File: src/rtl/idlr_pkg.sv
`default_nettype none
// ----------------------------------------------------------------------------
// idlr_pkg: shared types and constants of the date line reformatter
// Character codes, line limits, the line record passed from front to back,
// and small calendar helpers.
// ----------------------------------------------------------------------------
package idlr_pkg;

    localparam int LINE_CAPACITY = 64;

    localparam int KEPT_CHARS = 11;
    localparam int KEPT_IDX_W = 4;
    localparam int LEN_W      = 7;
    localparam int CMP_W      = 11;
    localparam logic [LEN_W-1:0] LEN_MAX = '1;

    localparam logic [7:0] CHAR_NL    = 8'd10;
    localparam logic [7:0] CHAR_CR    = 8'd13;
    localparam logic [7:0] CHAR_DASH  = 8'd45;
    localparam logic [7:0] CHAR_ZERO  = 8'd48;
    localparam logic [7:0] CHAR_NINE  = 8'd57;

    localparam logic [3:0] POS_LAST = 4'd9;

    // One closed line as the back end needs it: a verdict and eight digits.
    typedef struct packed {
        logic       ok;
        logic [3:0] d1;
        logic [3:0] d0;
        logic [3:0] m1;
        logic [3:0] m0;
        logic [3:0] y3;
        logic [3:0] y2;
        logic [3:0] y1;
        logic [3:0] y0;
    } line_rec_t;

    function automatic logic is_digit(input logic [7:0] c);
        return (c >= CHAR_ZERO) && (c <= CHAR_NINE);
    endfunction

    // Two decimal digits form a multiple of four.
    function automatic logic div4(input logic [3:0] tens, input logic [3:0] ones);
        if (tens[0] == 1'b0) begin
            return (ones == 4'd0) || (ones == 4'd4) || (ones == 4'd8);
        end
        return (ones == 4'd2) || (ones == 4'd6);
    endfunction

    function automatic logic [6:0] two_digits(input logic [3:0] tens, input logic [3:0] ones);
        return {tens, 3'b000} + {2'b00, tens, 1'b0} + {3'b000, ones};
    endfunction

    function automatic logic [4:0] month_days(input logic [6:0] month, input logic leap);
        logic [4:0] dim;
        case (month)
            7'd2:                           dim = leap ? 5'd29 : 5'd28;
            7'd4, 7'd6, 7'd9, 7'd11:        dim = 5'd30;
            default:                        dim = 5'd31;
        endcase
        return dim;
    endfunction

endpackage
`default_nettype wire

File: src/rtl/idlr_front.sv
`default_nettype none
// ----------------------------------------------------------------------------
// idlr_front: line collector and classifier
// Keeps the first characters of the current line, closes it on newline or
// end of input, and pushes one checked line record per closed line.
// ----------------------------------------------------------------------------
module idlr_front import idlr_pkg::*; (
    input  wire logic       aclk,
    input  wire logic       aresetn,
    input  wire logic       in_fire,
    input  wire logic [7:0] char_code,
    input  wire logic       end_of_input,
    output logic            push,
    output line_rec_t       rec
);

    logic [7:0]       chars_reg [KEPT_CHARS];
    logic [LEN_W-1:0] len_reg, len_next;
    logic             ovf_reg, ovf_next;

    logic             close_line;
    logic             wr_en;
    logic [CMP_W-1:0] len_plus;
    logic             shape_ok;
    logic             digits_ok;
    logic             leap;
    logic [6:0]       month;
    logic [6:0]       day;
    logic [4:0]       dim;
    logic             zero_year;
    logic             low_zero;

    assign close_line = end_of_input ? ((len_reg != '0) || ovf_reg) : (char_code == CHAR_NL);
    assign len_plus   = CMP_W'(len_reg) + CMP_W'(1);

    always_comb begin
        len_next = len_reg;
        ovf_next = ovf_reg;
        wr_en    = 1'b0;
        if (in_fire) begin
            if (close_line) begin
                len_next = '0;
                ovf_next = 1'b0;
            end else if (!end_of_input && !ovf_reg) begin
                if (len_plus >= CMP_W'(LINE_CAPACITY)) begin
                    ovf_next = 1'b1;
                end else begin
                    wr_en = (len_reg < LEN_W'(KEPT_CHARS));
                    if (len_reg != LEN_MAX) begin
                        len_next = len_reg + LEN_W'(1);
                    end
                end
            end
        end
    end

    always_ff @(posedge aclk) begin
        if (!aresetn) begin
            len_reg <= '0;
            ovf_reg <= 1'b0;
        end else begin
            len_reg <= len_next;
            ovf_reg <= ovf_next;
        end
    end

    always_ff @(posedge aclk) begin
        if (wr_en) begin
            chars_reg[len_reg[KEPT_IDX_W-1:0]] <= char_code;
        end
    end

    // A ten-character line, or eleven with a trailing carriage return.
    assign shape_ok = !ovf_reg
                   && (((len_reg == LEN_W'(10)) && (chars_reg[9] != CHAR_CR))
                    || ((len_reg == LEN_W'(11)) && (chars_reg[10] == CHAR_CR)))
                   && (chars_reg[4] == CHAR_DASH) && (chars_reg[7] == CHAR_DASH);

    assign digits_ok = is_digit(chars_reg[0]) && is_digit(chars_reg[1])
                    && is_digit(chars_reg[2]) && is_digit(chars_reg[3])
                    && is_digit(chars_reg[5]) && is_digit(chars_reg[6])
                    && is_digit(chars_reg[8]) && is_digit(chars_reg[9]);

    assign rec.y3 = chars_reg[0][3:0];
    assign rec.y2 = chars_reg[1][3:0];
    assign rec.y1 = chars_reg[2][3:0];
    assign rec.y0 = chars_reg[3][3:0];
    assign rec.m1 = chars_reg[5][3:0];
    assign rec.m0 = chars_reg[6][3:0];
    assign rec.d1 = chars_reg[8][3:0];
    assign rec.d0 = chars_reg[9][3:0];

    assign low_zero  = (rec.y1 == 4'd0) && (rec.y0 == 4'd0);
    assign zero_year = low_zero && (rec.y3 == 4'd0) && (rec.y2 == 4'd0);
    // Century years are leap only when the century is a multiple of four.
    assign leap      = low_zero ? div4(rec.y3, rec.y2) : div4(rec.y1, rec.y0);
    assign month     = two_digits(rec.m1, rec.m0);
    assign day       = two_digits(rec.d1, rec.d0);
    assign dim       = month_days(month, leap);

    assign rec.ok = shape_ok && digits_ok && !zero_year
                 && (month >= 7'd1) && (month <= 7'd12)
                 && (day >= 7'd1) && (day <= {2'b00, dim});

    assign push = in_fire && close_line;

endmodule
`default_nettype wire

File: src/rtl/idlr_queue.sv
`default_nettype none
// ----------------------------------------------------------------------------
// idlr_queue: two-entry line record queue
// Decouples the line classifier from the result emitter.
// ----------------------------------------------------------------------------
module idlr_queue import idlr_pkg::*; (
    input  wire logic      aclk,
    input  wire logic      aresetn,
    input  wire logic      push,
    input  wire line_rec_t push_rec,
    input  wire logic      pop,
    output logic           full,
    output logic           nempty,
    output line_rec_t      head
);

    line_rec_t  slot_reg [2];
    logic       wr_ptr_reg, wr_ptr_next;
    logic       rd_ptr_reg, rd_ptr_next;
    logic [1:0] count_reg, count_next;

    assign full   = (count_reg == 2'd2);
    assign nempty = (count_reg != 2'd0);
    assign head   = slot_reg[rd_ptr_reg];

    always_comb begin
        wr_ptr_next = wr_ptr_reg ^ push;
        rd_ptr_next = rd_ptr_reg ^ pop;
        count_next  = count_reg + {1'b0, push} - {1'b0, pop};
    end

    always_ff @(posedge aclk) begin
        if (!aresetn) begin
            wr_ptr_reg <= 1'b0;
            rd_ptr_reg <= 1'b0;
            count_reg  <= 2'd0;
        end else begin
            wr_ptr_reg <= wr_ptr_next;
            rd_ptr_reg <= rd_ptr_next;
            count_reg  <= count_next;
        end
    end

    always_ff @(posedge aclk) begin
        if (push) begin
            slot_reg[wr_ptr_reg] <= push_rec;
        end
    end

endmodule
`default_nettype wire

File: src/rtl/idlr_back.sv
`default_nettype none
// ----------------------------------------------------------------------------
// idlr_back: result emitter
// Walks the head record into a registered output stage, one character per
// cycle unless stalled: DD-MM-YYYY for a valid date, one marker otherwise.
// ----------------------------------------------------------------------------
module idlr_back import idlr_pkg::*; (
    input  wire logic       aclk,
    input  wire logic       aresetn,
    input  wire logic       nempty,
    input  wire line_rec_t  head,
    output logic            pop,
    output logic            m_tvalid,
    input  wire logic       m_tready,
    output logic [7:0]      m_tdata,
    output logic [0:0]      m_tuser,
    output logic            m_tlast
);

    logic [3:0] pos_reg, pos_next;
    logic       valid_reg, valid_next;
    logic [7:0] char_reg, char_next;
    logic       user_reg, user_next;
    logic       last_reg, last_next;

    logic       load;
    logic       at_end;
    logic [3:0] digit;
    logic       is_dash;

    assign load   = nempty && (!valid_reg || m_tready);
    assign at_end = !head.ok || (pos_reg == POS_LAST);
    assign pop    = load && at_end;

    always_comb begin
        digit   = 4'd0;
        is_dash = 1'b0;
        unique case (pos_reg)
            4'd0:    digit = head.d1;
            4'd1:    digit = head.d0;
            4'd2:    is_dash = 1'b1;
            4'd3:    digit = head.m1;
            4'd4:    digit = head.m0;
            4'd5:    is_dash = 1'b1;
            4'd6:    digit = head.y3;
            4'd7:    digit = head.y2;
            4'd8:    digit = head.y1;
            4'd9:    digit = head.y0;
            default: digit = 4'd0;
        endcase
    end

    always_comb begin
        pos_next   = pos_reg;
        valid_next = valid_reg;
        char_next  = char_reg;
        user_next  = user_reg;
        last_next  = last_reg;
        if (m_tready) begin
            valid_next = 1'b0;
        end
        if (load) begin
            valid_next = 1'b1;
            user_next  = head.ok;
            last_next  = at_end;
            if (!head.ok) begin
                char_next = 8'd0;
            end else if (is_dash) begin
                char_next = CHAR_DASH;
            end else begin
                char_next = CHAR_ZERO | {4'd0, digit};
            end
            pos_next = at_end ? 4'd0 : pos_reg + 4'd1;
        end
    end

    always_ff @(posedge aclk) begin
        if (!aresetn) begin
            pos_reg   <= 4'd0;
            valid_reg <= 1'b0;
        end else begin
            pos_reg   <= pos_next;
            valid_reg <= valid_next;
        end
        char_reg <= char_next;
        user_reg <= user_next;
        last_reg <= last_next;
    end

    assign m_tvalid   = valid_reg;
    assign m_tdata    = char_reg;
    assign m_tuser[0] = user_reg;
    assign m_tlast    = last_reg;

endmodule
`default_nettype wire

File: src/rtl/iso_date_line_reformatter.sv
`default_nettype none
// ----------------------------------------------------------------------------
// iso_date_line_reformatter: YYYY-MM-DD lines to DD-MM-YYYY characters
// Accepts one character per cycle while the queue has room; a closed line
// becomes ten date results or a single invalid result.
// ----------------------------------------------------------------------------
// Throughput: one character in and one result out per cycle, unless stalled.
// Path: the closing request writes the line record into the queue, and the
//   back end then registers the first result into the output stage.
// The input stalls only while both line record queue slots are taken.
// Reset (aresetn low, synchronous) clears the line length, overflow flag,
// queue and output stage; the character store itself is not cleared.
module iso_date_line_reformatter import idlr_pkg::*; (
    input  wire logic       aclk,
    input  wire logic       aresetn,
    input  wire logic       s_tvalid,
    output logic            s_tready,
    input  wire logic [7:0] s_tdata,   // [7:0] char_code
    input  wire logic [0:0] s_tuser,   // [0] end_of_input
    output logic            m_tvalid,
    input  wire logic       m_tready,
    output logic [7:0]      m_tdata,   // [7:0] out_char
    output logic [0:0]      m_tuser,   // [0] date_valid
    output logic            m_tlast
);

    logic      in_fire;
    logic      push;
    logic      pop;
    logic      q_full;
    logic      q_nempty;
    line_rec_t push_rec;
    line_rec_t head_rec;

    assign s_tready = !q_full;
    assign in_fire  = s_tvalid && s_tready;

    idlr_front u_front (
        .aclk         (aclk),
        .aresetn      (aresetn),
        .in_fire      (in_fire),
        .char_code    (s_tdata),
        .end_of_input (s_tuser[0]),
        .push         (push),
        .rec          (push_rec)
    );

    idlr_queue u_queue (
        .aclk     (aclk),
        .aresetn  (aresetn),
        .push     (push),
        .push_rec (push_rec),
        .pop      (pop),
        .full     (q_full),
        .nempty   (q_nempty),
        .head     (head_rec)
    );

    idlr_back u_back (
        .aclk     (aclk),
        .aresetn  (aresetn),
        .nempty   (q_nempty),
        .head     (head_rec),
        .pop      (pop),
        .m_tvalid (m_tvalid),
        .m_tready (m_tready),
        .m_tdata  (m_tdata),
        .m_tuser  (m_tuser),
        .m_tlast  (m_tlast)
    );

endmodule
`default_nettype wire

File: config.mk
export PLATFORM = sky130hd
export DESIGN_NAME = iso_date_line_reformatter
export DESIGN_NICKNAME = d
export VERILOG_FILES = /design/src/rtl/idlr_pkg.sv /design/src/rtl/idlr_front.sv /design/src/rtl/idlr_queue.sv /design/src/rtl/idlr_back.sv /design/src/rtl/iso_date_line_reformatter.sv
export SDC_FILE = /design/constraint.sdc
export NUM_CORES = 1
export LEC_CHECK = 0
export BUFFER_PORTS_ARGS = -buffer_cell sky130_fd_sc_hd__buf_2
export CORE_AREA = 2 2 150 152
export CTS_BUF_LIST = sky130_fd_sc_hd__clkbuf_2 sky130_fd_sc_hd__clkbuf_4 sky130_fd_sc_hd__clkbuf_8
export CTS_CLUSTER_SIZE = 28
export DETAILED_ROUTE_END_ITERATION = 7
export DIE_AREA = 0 0 152 154
export GPL_ROUTABILITY_DRIVEN = 1
export PLACE_DENSITY = 0.46
export RECOVER_POWER = 25
export SETUP_SLACK_MARGIN = 0.15
export SLEW_MARGIN = 25
export SYNTH_ARGS = -nofsm -noshare
export SYNTH_HDL_FRONTEND = slang
export SYNTH_SLANG_ARGS = --single-unit
File: constraint.sdc
create_clock -name aclk -period 5.3 [get_ports aclk]
set_clock_uncertainty 0.2 [all_clocks]
set_input_delay 0.265 -clock aclk [delete_from_list [all_inputs] [get_ports aclk]]
set_output_delay 0.265 -clock aclk [all_outputs]
set_load 0.01 [all_outputs]
==> key figures, run 1 <==
Run status
  • Outcome: finished, final reports clean

Global route
  • Global-route wire length before repair: roughly 25 mm
  • Total routing usage reported by global routing: between 10% and 20%
  • Total grt overflow: 0
  • Initial antenna violation count: 0
  • Pin count of the biggest net entering global routing: 34
  • Number of global-route vias before repair: ~4.5k

Clock tree
  • TritonCTS clock tree: yes
  • Buffers inserted by post-CTS timing repair: 0
  • Inserted Clock Buffers: 17
  • Clock-pin slew on the worst setup and hold paths: ~0.09 ns
  • Buffer depth of the longest clock path: 2
  • CTS H-tree lvls: 4
  • Clock sink total: 180
  • Root buf cell: sky130_fd_sc_hd__clkbuf_8
  • Skew-Pair Late Insertion Delay: roughly 0.46 ns

Detailed routing
  • DRC Markers: 0
  • Via count of the routed design: between 4k and 5k
  • Routed WL: between 15 and 20 mm
  • Post-detailed-route via-to-cell ratio: between 5 and 6
  • Average detailed-routed wire length per instance: about 19 µm
  • DR pass1 iterations: 4
  • DRC violation total after the first TritonRoute iteration: 165
  • Antenna viol nets, final: 0

Synthesis
  • Mux contribution to synthesized area: about 5.1%
  • Synthesized-area fraction occupied by and/or/nand/nor cells: slightly above 10%
  • Synth Instances: 499
  • Synthesized cell area: between 7000 and 8000 µm²
  • Fraction of synthesis flops using an asynchronous set or reset pin: 0%
  • Share of the synthesized area in the top cell type: around two thirds
  • Most used flip-flop cell after synthesis: sky130_fd_sc_hd__edfxtp_1
  • Synth Warn #: 0
  • Combinational family with the most area after synthesis: simple AND/OR/NAND/NOR gates
  • Most area-hungry cell type in the Yosys netlist: sky130_fd_sc_hd__edfxtp_1
  • Leading cell type by number of instances after synthesis: sky130_fd_sc_hd__edfxtp_1
  • Flop and latch count out of synthesis: 180
  • Synth Area in Adders: 5.734%
  • Post-synthesis compound-gate area fraction: 6.451%
  • Avg Cell Area, Syn: between 15 and 20 µm²
  • Count of cell types in the netlist: 59
  • Largest cells by area after synthesis: sky130_fd_sc_hd__edfxtp_1 (65%), sky130_fd_sc_hd__dfxtp_1 (4.8%), sky130_fd_sc_hd__ha_1 (4.7%)
  • Number of enable flip-flop cells after synthesis: 162
  • Commonest cells in the synthesized netlist: sky130_fd_sc_hd__edfxtp_1 (162), sky130_fd_sc_hd__mux2i_1 (30), sky130_fd_sc_hd__ha_1 (28), sky130_fd_sc_hd__nor2_1 (25), sky130_fd_sc_hd__inv_1 (24)
  • XOR/XNOR Fraction of Synth Area: 0.9335%
  • Sequential area share after synthesis: a little over two thirds

Final layout
  • Utilization of the core after routing: a little under 40%
  • Largest register FFs: 88
  • # diodes: 0
  • Share of cells above drive strength 1: between 10% and 20%
  • Sequential cell area: 5226 µm²
  • Layout net count: 594
  • Area used by multi-input combinational logic: roughly 2100 µm²
  • Count of fill cells added during filler insertion: just over 2k
  • P&R area growth vs syn: 12.85%

Setup path
  • Top fanout value on the critical path: 4
  • Critical Path AT: slightly above 4 ns
  • Worst setup path category: reg -> reg
  • Highest cell delay on the worst timing path: roughly 0.56 ns
  • CP cell instances: fa_1 > ha_1 > a21o_1 > a21oi_2 > xnor2_1 > or4_4 > nor3_1 > ha_1 > nor2b_1 > o2111ai_1 > o2111ai_1 > a2111oi_2
  • Reg2reg path depth: 12
  • Critical path depth in cells: 12
  • Cell type of the slowest stage on the worst timing path: sky130_fd_sc_hd__fa_1
  • Worst setup slack for register-to-register paths: 1.28 ns
  • Crit end category: register
  • Critical Path Start Type: register
  • Bufs and invs on worst path: 0
  • Critical path required time: between 5 and 6 ns
  • Kind of cell adding the most delay to the critical path: adder cells

Placement
  • Worst Setup Slack post-DPL: ~1.3 ns
  • Port bufs: 22
  • RD Place Congestion: a little over 0.8
  • DPL Wire Length: about 11 mm

Timing
  • Transition time at the pin with the least slew margin: around 0.96 ns
  • Post-Route Setup TNS: 0 ns
  • Post-layout minimum cycle time: 4.024 ns
  • Count of final setup violators: 0
  • Final number of max-transition violations: 0
  • Worst relative slew slack: a little over a third
  • Final hold vios: 0
  • Post-route clock period utilization: roughly three quarters
  • Fmax: 248.5 MHz
  • RSZ-0062 raised after global routing: false
  • Setup slack of the critical path after layout: between 1 and 1.5 ns

Pwr
  • Power density over the cells: 360.8 nW/µm²
  • Worst IR drop on VDD: around 0.19 mV
  • Standby leakage power: approximately 0.0028 µW

Die
  • Initial core utilization: between 30 and 40%
  • Die area: around 23000 µm²
  • Floorplan row count: 54
  • I/O pins: 25
  • Die outline height: 154 µm
  • Core region area: roughly 22000 µm²
  • Die width: 152 µm

Min path
  • Worst min-delay path category: in -> reg
  • Number of cells traversed by the worst hold path: 1

Run
  • Max capacitance violation total: 0
what timing repair did:
action                                 in CTS  in global routing
hold buffers                                9                  1
gates resized for setup                     0                  0
endpoints found under the hold margin      52                  2
layout make-up:
| type | instances | share of cell area, % |
|---|---|---|
| tap | 280 | 4.136 |
| sequential | 180 | 61.70 |
| multi-input combinational | 287 | 25.33 |
| clock buffer | 17 | 2.762 |
| inverter | 24 | 1.064 |
| timing repair buffer | 39 | 3.028 |
| clock inverter | 15 | 1.979 |
placed cells by master (no fill, tap or decap), types with 15 or more instances in the layout:
master / count
sky130_fd_sc_hd__buf_2: 17
sky130_fd_sc_hd__clkbuf_8: 17
sky130_fd_sc_hd__dfxtp_1: 17
sky130_fd_sc_hd__edfxtp_1: 162
sky130_fd_sc_hd__ha_1: 28
sky130_fd_sc_hd__inv_1: 24
sky130_fd_sc_hd__mux2i_1: 30
sky130_fd_sc_hd__nand2_1: 21
sky130_fd_sc_hd__nor2_1: 25
sky130_fd_sc_hd__o21ai_0: 15
where the power goes:
group | switching [µW] | total (µW) | leakage, µW | internal, µW
registers | 32.2 | 1670 | 0.00162 | 1630
clock network | 504 | 935 | 0.000204 | 431
logic | 281 | 455 | 0.00101 | 174
total | 817 | 3060 | 0.00283 | 2240
logic make-up after synthesis:
logic type / Yosys count
AOI/OAI and AO/OA: 71
xor gates and xnor gates: 8
adders and majority gates: 32
buffers and inverters: 33
DFF: 180
muxes: 37
other: 1
and+or+nand+nor: 137
path summary, 6_finish.rpt:
kind | end | startpoint
setup / recovery | u_queue.slot_reg[0][32]$_DFFE_PP_ | u_front.chars_reg[6][3]$_DFFE_PP_
hold / removal | u_front.chars_reg[4][0]$_DFFE_PP_ | s_tdata[0]
setup reg to reg | u_queue.slot_reg[0][32]$_DFFE_PP_ | u_front.chars_reg[6][3]$_DFFE_PP_
hold reg to reg | u_queue.rd_ptr_reg$_SDFF_PN0_ | u_queue.rd_ptr_reg$_SDFF_PN0_
metrics by stage:
step | hold slack [ns] | total power [µW] | cell area, µm² | std cells
3_3_place_gp | 0.2976 | 2148 | 7975 | 800
4_1_cts | 0.004998 | 3097 | 8467 | 841
5_1_grt | 0.2493 | 3206 | 8471 | 842
6_report | 0.2202 | 3056 | 8471 | 842
3_5_place_dp | 0.3036 | 2158 | 7975 | 800
2_1_floorplan | 0.1639 | 2003 | 7510 | 500
metal layers:
metal  wire [µm]  track usage [%]
met2        7870            23.92
met1        7137            17.28
met5           0                0
met3         394            3.213
met4         325            4.806
(Power assumes the default switching activity.)
==> inputs of run 2 (changes only) <==
==> constraint.sdc (replaced) <==
create_clock -name aclk -period 3.75 [get_ports aclk]
set_clock_uncertainty 0.2 [all_clocks]
set_input_delay 0.1875 -clock aclk [delete_from_list [all_inputs] [get_ports aclk]]
set_output_delay 0.1875 -clock aclk [all_outputs]
set_load 0.01 [all_outputs]
==> key figures, run 2 (synthesis results as in run 1) <==
Detailed routing
  • Average detailed-routed wire length per instance: about 19 µm
  • Post-detailed-route via-to-cell ratio: approximately 5.1
  • DRC violation total after the first TritonRoute iteration: roughly 320
  • DRC Markers: 0
  • DR pass1 iterations: 5
  • Routed WL: ~16 mm
  • Antenna viol nets, final: 0
  • Via count of the routed design: approximately 4.3k

Global route
  • Global-route wire length before repair: 24.87 mm
  • Pin count of the biggest net entering global routing: 34
  • Total routing usage reported by global routing: around 14%
  • Total grt overflow: 0
  • Number of global-route vias before repair: around 4.4k
  • Initial antenna violation count: 0

Setup path
  • Most common cell type on the critical path: sky130_fd_sc_hd__o2111ai_2
  • Top fanout value on the critical path: 3
  • Highest cell delay on the worst timing path: about 0.56 ns
  • Kind of cell adding the most delay to the critical path: adder cells
  • CP cell instances: fa_1 > ha_1 > a21o_1 > a21oi_2 > xnor2_1 > or4_4 > nor3_4 > ha_4 > nor2b_4 > o2111ai_2 > o2111ai_2 > a2111oi_4
  • Critical Path Start Type: register
  • Bufs and invs on worst path: 0
  • Critical Path AT: about 4 ns
  • Reg2reg path depth: 12
  • Crit end category: register
  • R2R Path Start: u_front.chars_reg[5][2]$_DFFE_PP_
  • Cell type of the slowest stage on the worst timing path: sky130_fd_sc_hd__or4_4
  • Worst setup slack for register-to-register paths: -0.11 ns
  • Terminus of the critical flop-to-flop path: u_queue.slot_reg[0][32]$_DFFE_PP_
  • Worst setup path category: reg -> reg
  • Critical path required time: roughly 3.8 ns

Die
  • Floorplan row count: 54
  • Initial core utilization: between 30% and 40%
  • Core region area: 21690 µm²
  • Die width: 152 µm
  • Die outline height: 154 µm
  • I/O pins: 25
  • Die area: about 23000 µm²

Timing
  • Post-Route Setup TNS: -0.2229 ns
  • Final number of max-transition violations: 0
  • Worst relative slew slack: ~45%
  • Transition time at the pin with the least slew margin: approximately 0.82 ns
  • Final hold vios: 0
  • RSZ-0062 raised after global routing: true
  • Count of final setup violators: 2
  • Post-layout minimum cycle time: slightly below 4 ns
  • Fmax: around 260 MHz
  • Post-route clock period utilization: 103.0%
  • Setup slack of the critical path after layout: -0.1115 ns

Run
  • Max capacitance violation total: 0

Placement
  • DPL Wire Length: around 11 mm
  • Port bufs: 22
  • RD Place Congestion: approximately 0.80
  • Standard cell area after detailed placement: around 8000 µm²
  • Number of placed instances with taps included: between 800 and 900
  • Worst Setup Slack post-DPL: -0.05382 ns

Clock tree
  • CTS H-tree lvls: 4
  • Skew-Pair Late Insertion Delay: 0.46 ns
  • TritonCTS clock tree: yes
  • Inserted Clock Buffers: 17
  • Clock sink total: 180
  • Root buf cell: sky130_fd_sc_hd__clkbuf_8
  • Buffer depth of the longest clock path: 2
  • Clock-pin slew on the worst setup and hold paths: ~0.10 ns

Final layout
  • Share of cells above drive strength 1: 14.78%
  • Largest register FFs: between 80 and 90
  • Most frequent standard cell in the layout excluding fill and tap cells: sky130_fd_sc_hd__edfxtp_1
  • # diodes: 0
  • Count of placed standard cells in the final layout, fillers left out: about 860
  • Highest-count cells in the layout ignoring fill and taps: sky130_fd_sc_hd__edfxtp_1 (162), sky130_fd_sc_hd__mux2i_1 (30), sky130_fd_sc_hd__ha_1 (27)
  • Layout net count: about 610
  • Cell area after layout: just under 9000 µm²
  • P&R area growth vs syn: 15.29%

Pwr
  • Standby leakage power: between 0.002 and 0.003 µW
  • Power density over the cells: approximately 500 nW/µm²
  • Worst IR drop on VDD: ~0.25 mV

Min path
  • Hold EP: u_queue.slot_reg[0][18]$_DFFE_PP_
  • Worst min-delay path category: reg -> reg
  • Number of cells traversed by the worst hold path: 0
  • Beginning of the worst hold path: u_front.chars_reg[6][2]$_DFFE_PP_

Run status
  • Outcome: finished, violations left
  • Failing checks: setup timing
[run 2: worst reg2reg max path: stages (launching register included)]
cell and delay [ns]:
sky130_fd_sc_hd__edfxtp_1 0.43, sky130_fd_sc_hd__fa_1 0.53, sky130_fd_sc_hd__ha_1 0.31, sky130_fd_sc_hd__a21o_1 0.16
sky130_fd_sc_hd__a21oi_2 0.14, sky130_fd_sc_hd__xnor2_1 0.07, sky130_fd_sc_hd__or4_4 0.56, sky130_fd_sc_hd__nor3_4 0.16
sky130_fd_sc_hd__ha_4 0.23, sky130_fd_sc_hd__nor2b_4 0.13, sky130_fd_sc_hd__o2111ai_2 0.21, sky130_fd_sc_hd__o2111ai_2 0.16
sky130_fd_sc_hd__a2111oi_4 0.36
[run 2: final cells by class]
type                    count  area [µm²]
fillers                  2014       13040
flip-flops and latches    180        5226
multi-input cells         287        2210
repair buffers             52       359.1
well taps                 280       350.3
clock buffers              17       234.0
clock inverters            15       183.9
inverters                  24       90.09
[run 2: worst max-delay path by stage]
| stage | start | end | slack, ns | depth (start not counted) |
|---|---|---|---|---|
| 2_1_floorplan | u_front.chars_reg[5][0]$_DFFE_PP_ | u_queue.slot_reg[0][32]$_DFFE_PP_ | 0.19 | 12 |
| 3_3_place_gp | u_front.chars_reg[5][0]$_DFFE_PP_ | u_queue.slot_reg[0][32]$_DFFE_PP_ | 0.1 | 12 |
| 3_5_place_dp | u_front.chars_reg[5][0]$_DFFE_PP_ | u_queue.slot_reg[0][32]$_DFFE_PP_ | -0.05 | 12 |
| 4_1_cts | u_front.chars_reg[5][0]$_DFFE_PP_ | u_queue.slot_reg[1][32]$_DFFE_PP_ | -0.1 | 12 |
| 5_1_grt | u_front.chars_reg[5][2]$_DFFE_PP_ | u_queue.slot_reg[1][32]$_DFFE_PP_ | -0.27 | 12 |
| 6_report | u_front.chars_reg[5][2]$_DFFE_PP_ | u_queue.slot_reg[0][32]$_DFFE_PP_ | -0.11 | 12 |
[run 2: timing repair]
action,CTS,global route
hold endpoints to repair,92,0
endpoints found under the setup margin,2,2
buffers inserted,2,3
pin swaps,0,5
hold buffers,13,0
resized for setup,0,9
[run 2: stage by stage]
stage / hold WS [ns] / util, % / total power [µW]
CTS: 0.3232 / 39.56 / 4415
global placement: 0.2957 / 36.97 / 3048
floorplan: 0.08637 / - / 2831
finish: 0.3205 / 39.90 / 4349
detailed placement: 0.3033 / 36.97 / 3056
global route: 0.3491 / 39.90 / 4572
[run 2: power by group]
part / switching, µW / internal (µW)
Clock: 781 / 570
Combinational: 385 / 256
Sequential: 47.6 / 2310
[run 2: layer usage]
layer  wire, µm  global-route usage, %  up-vias
met2       8199                  23.81       91
met5          0                      0        -
li1           -                      -     2067
met1       7095                  17.70     2155
met4        341                  5.207        0
met3        552                  3.523       18
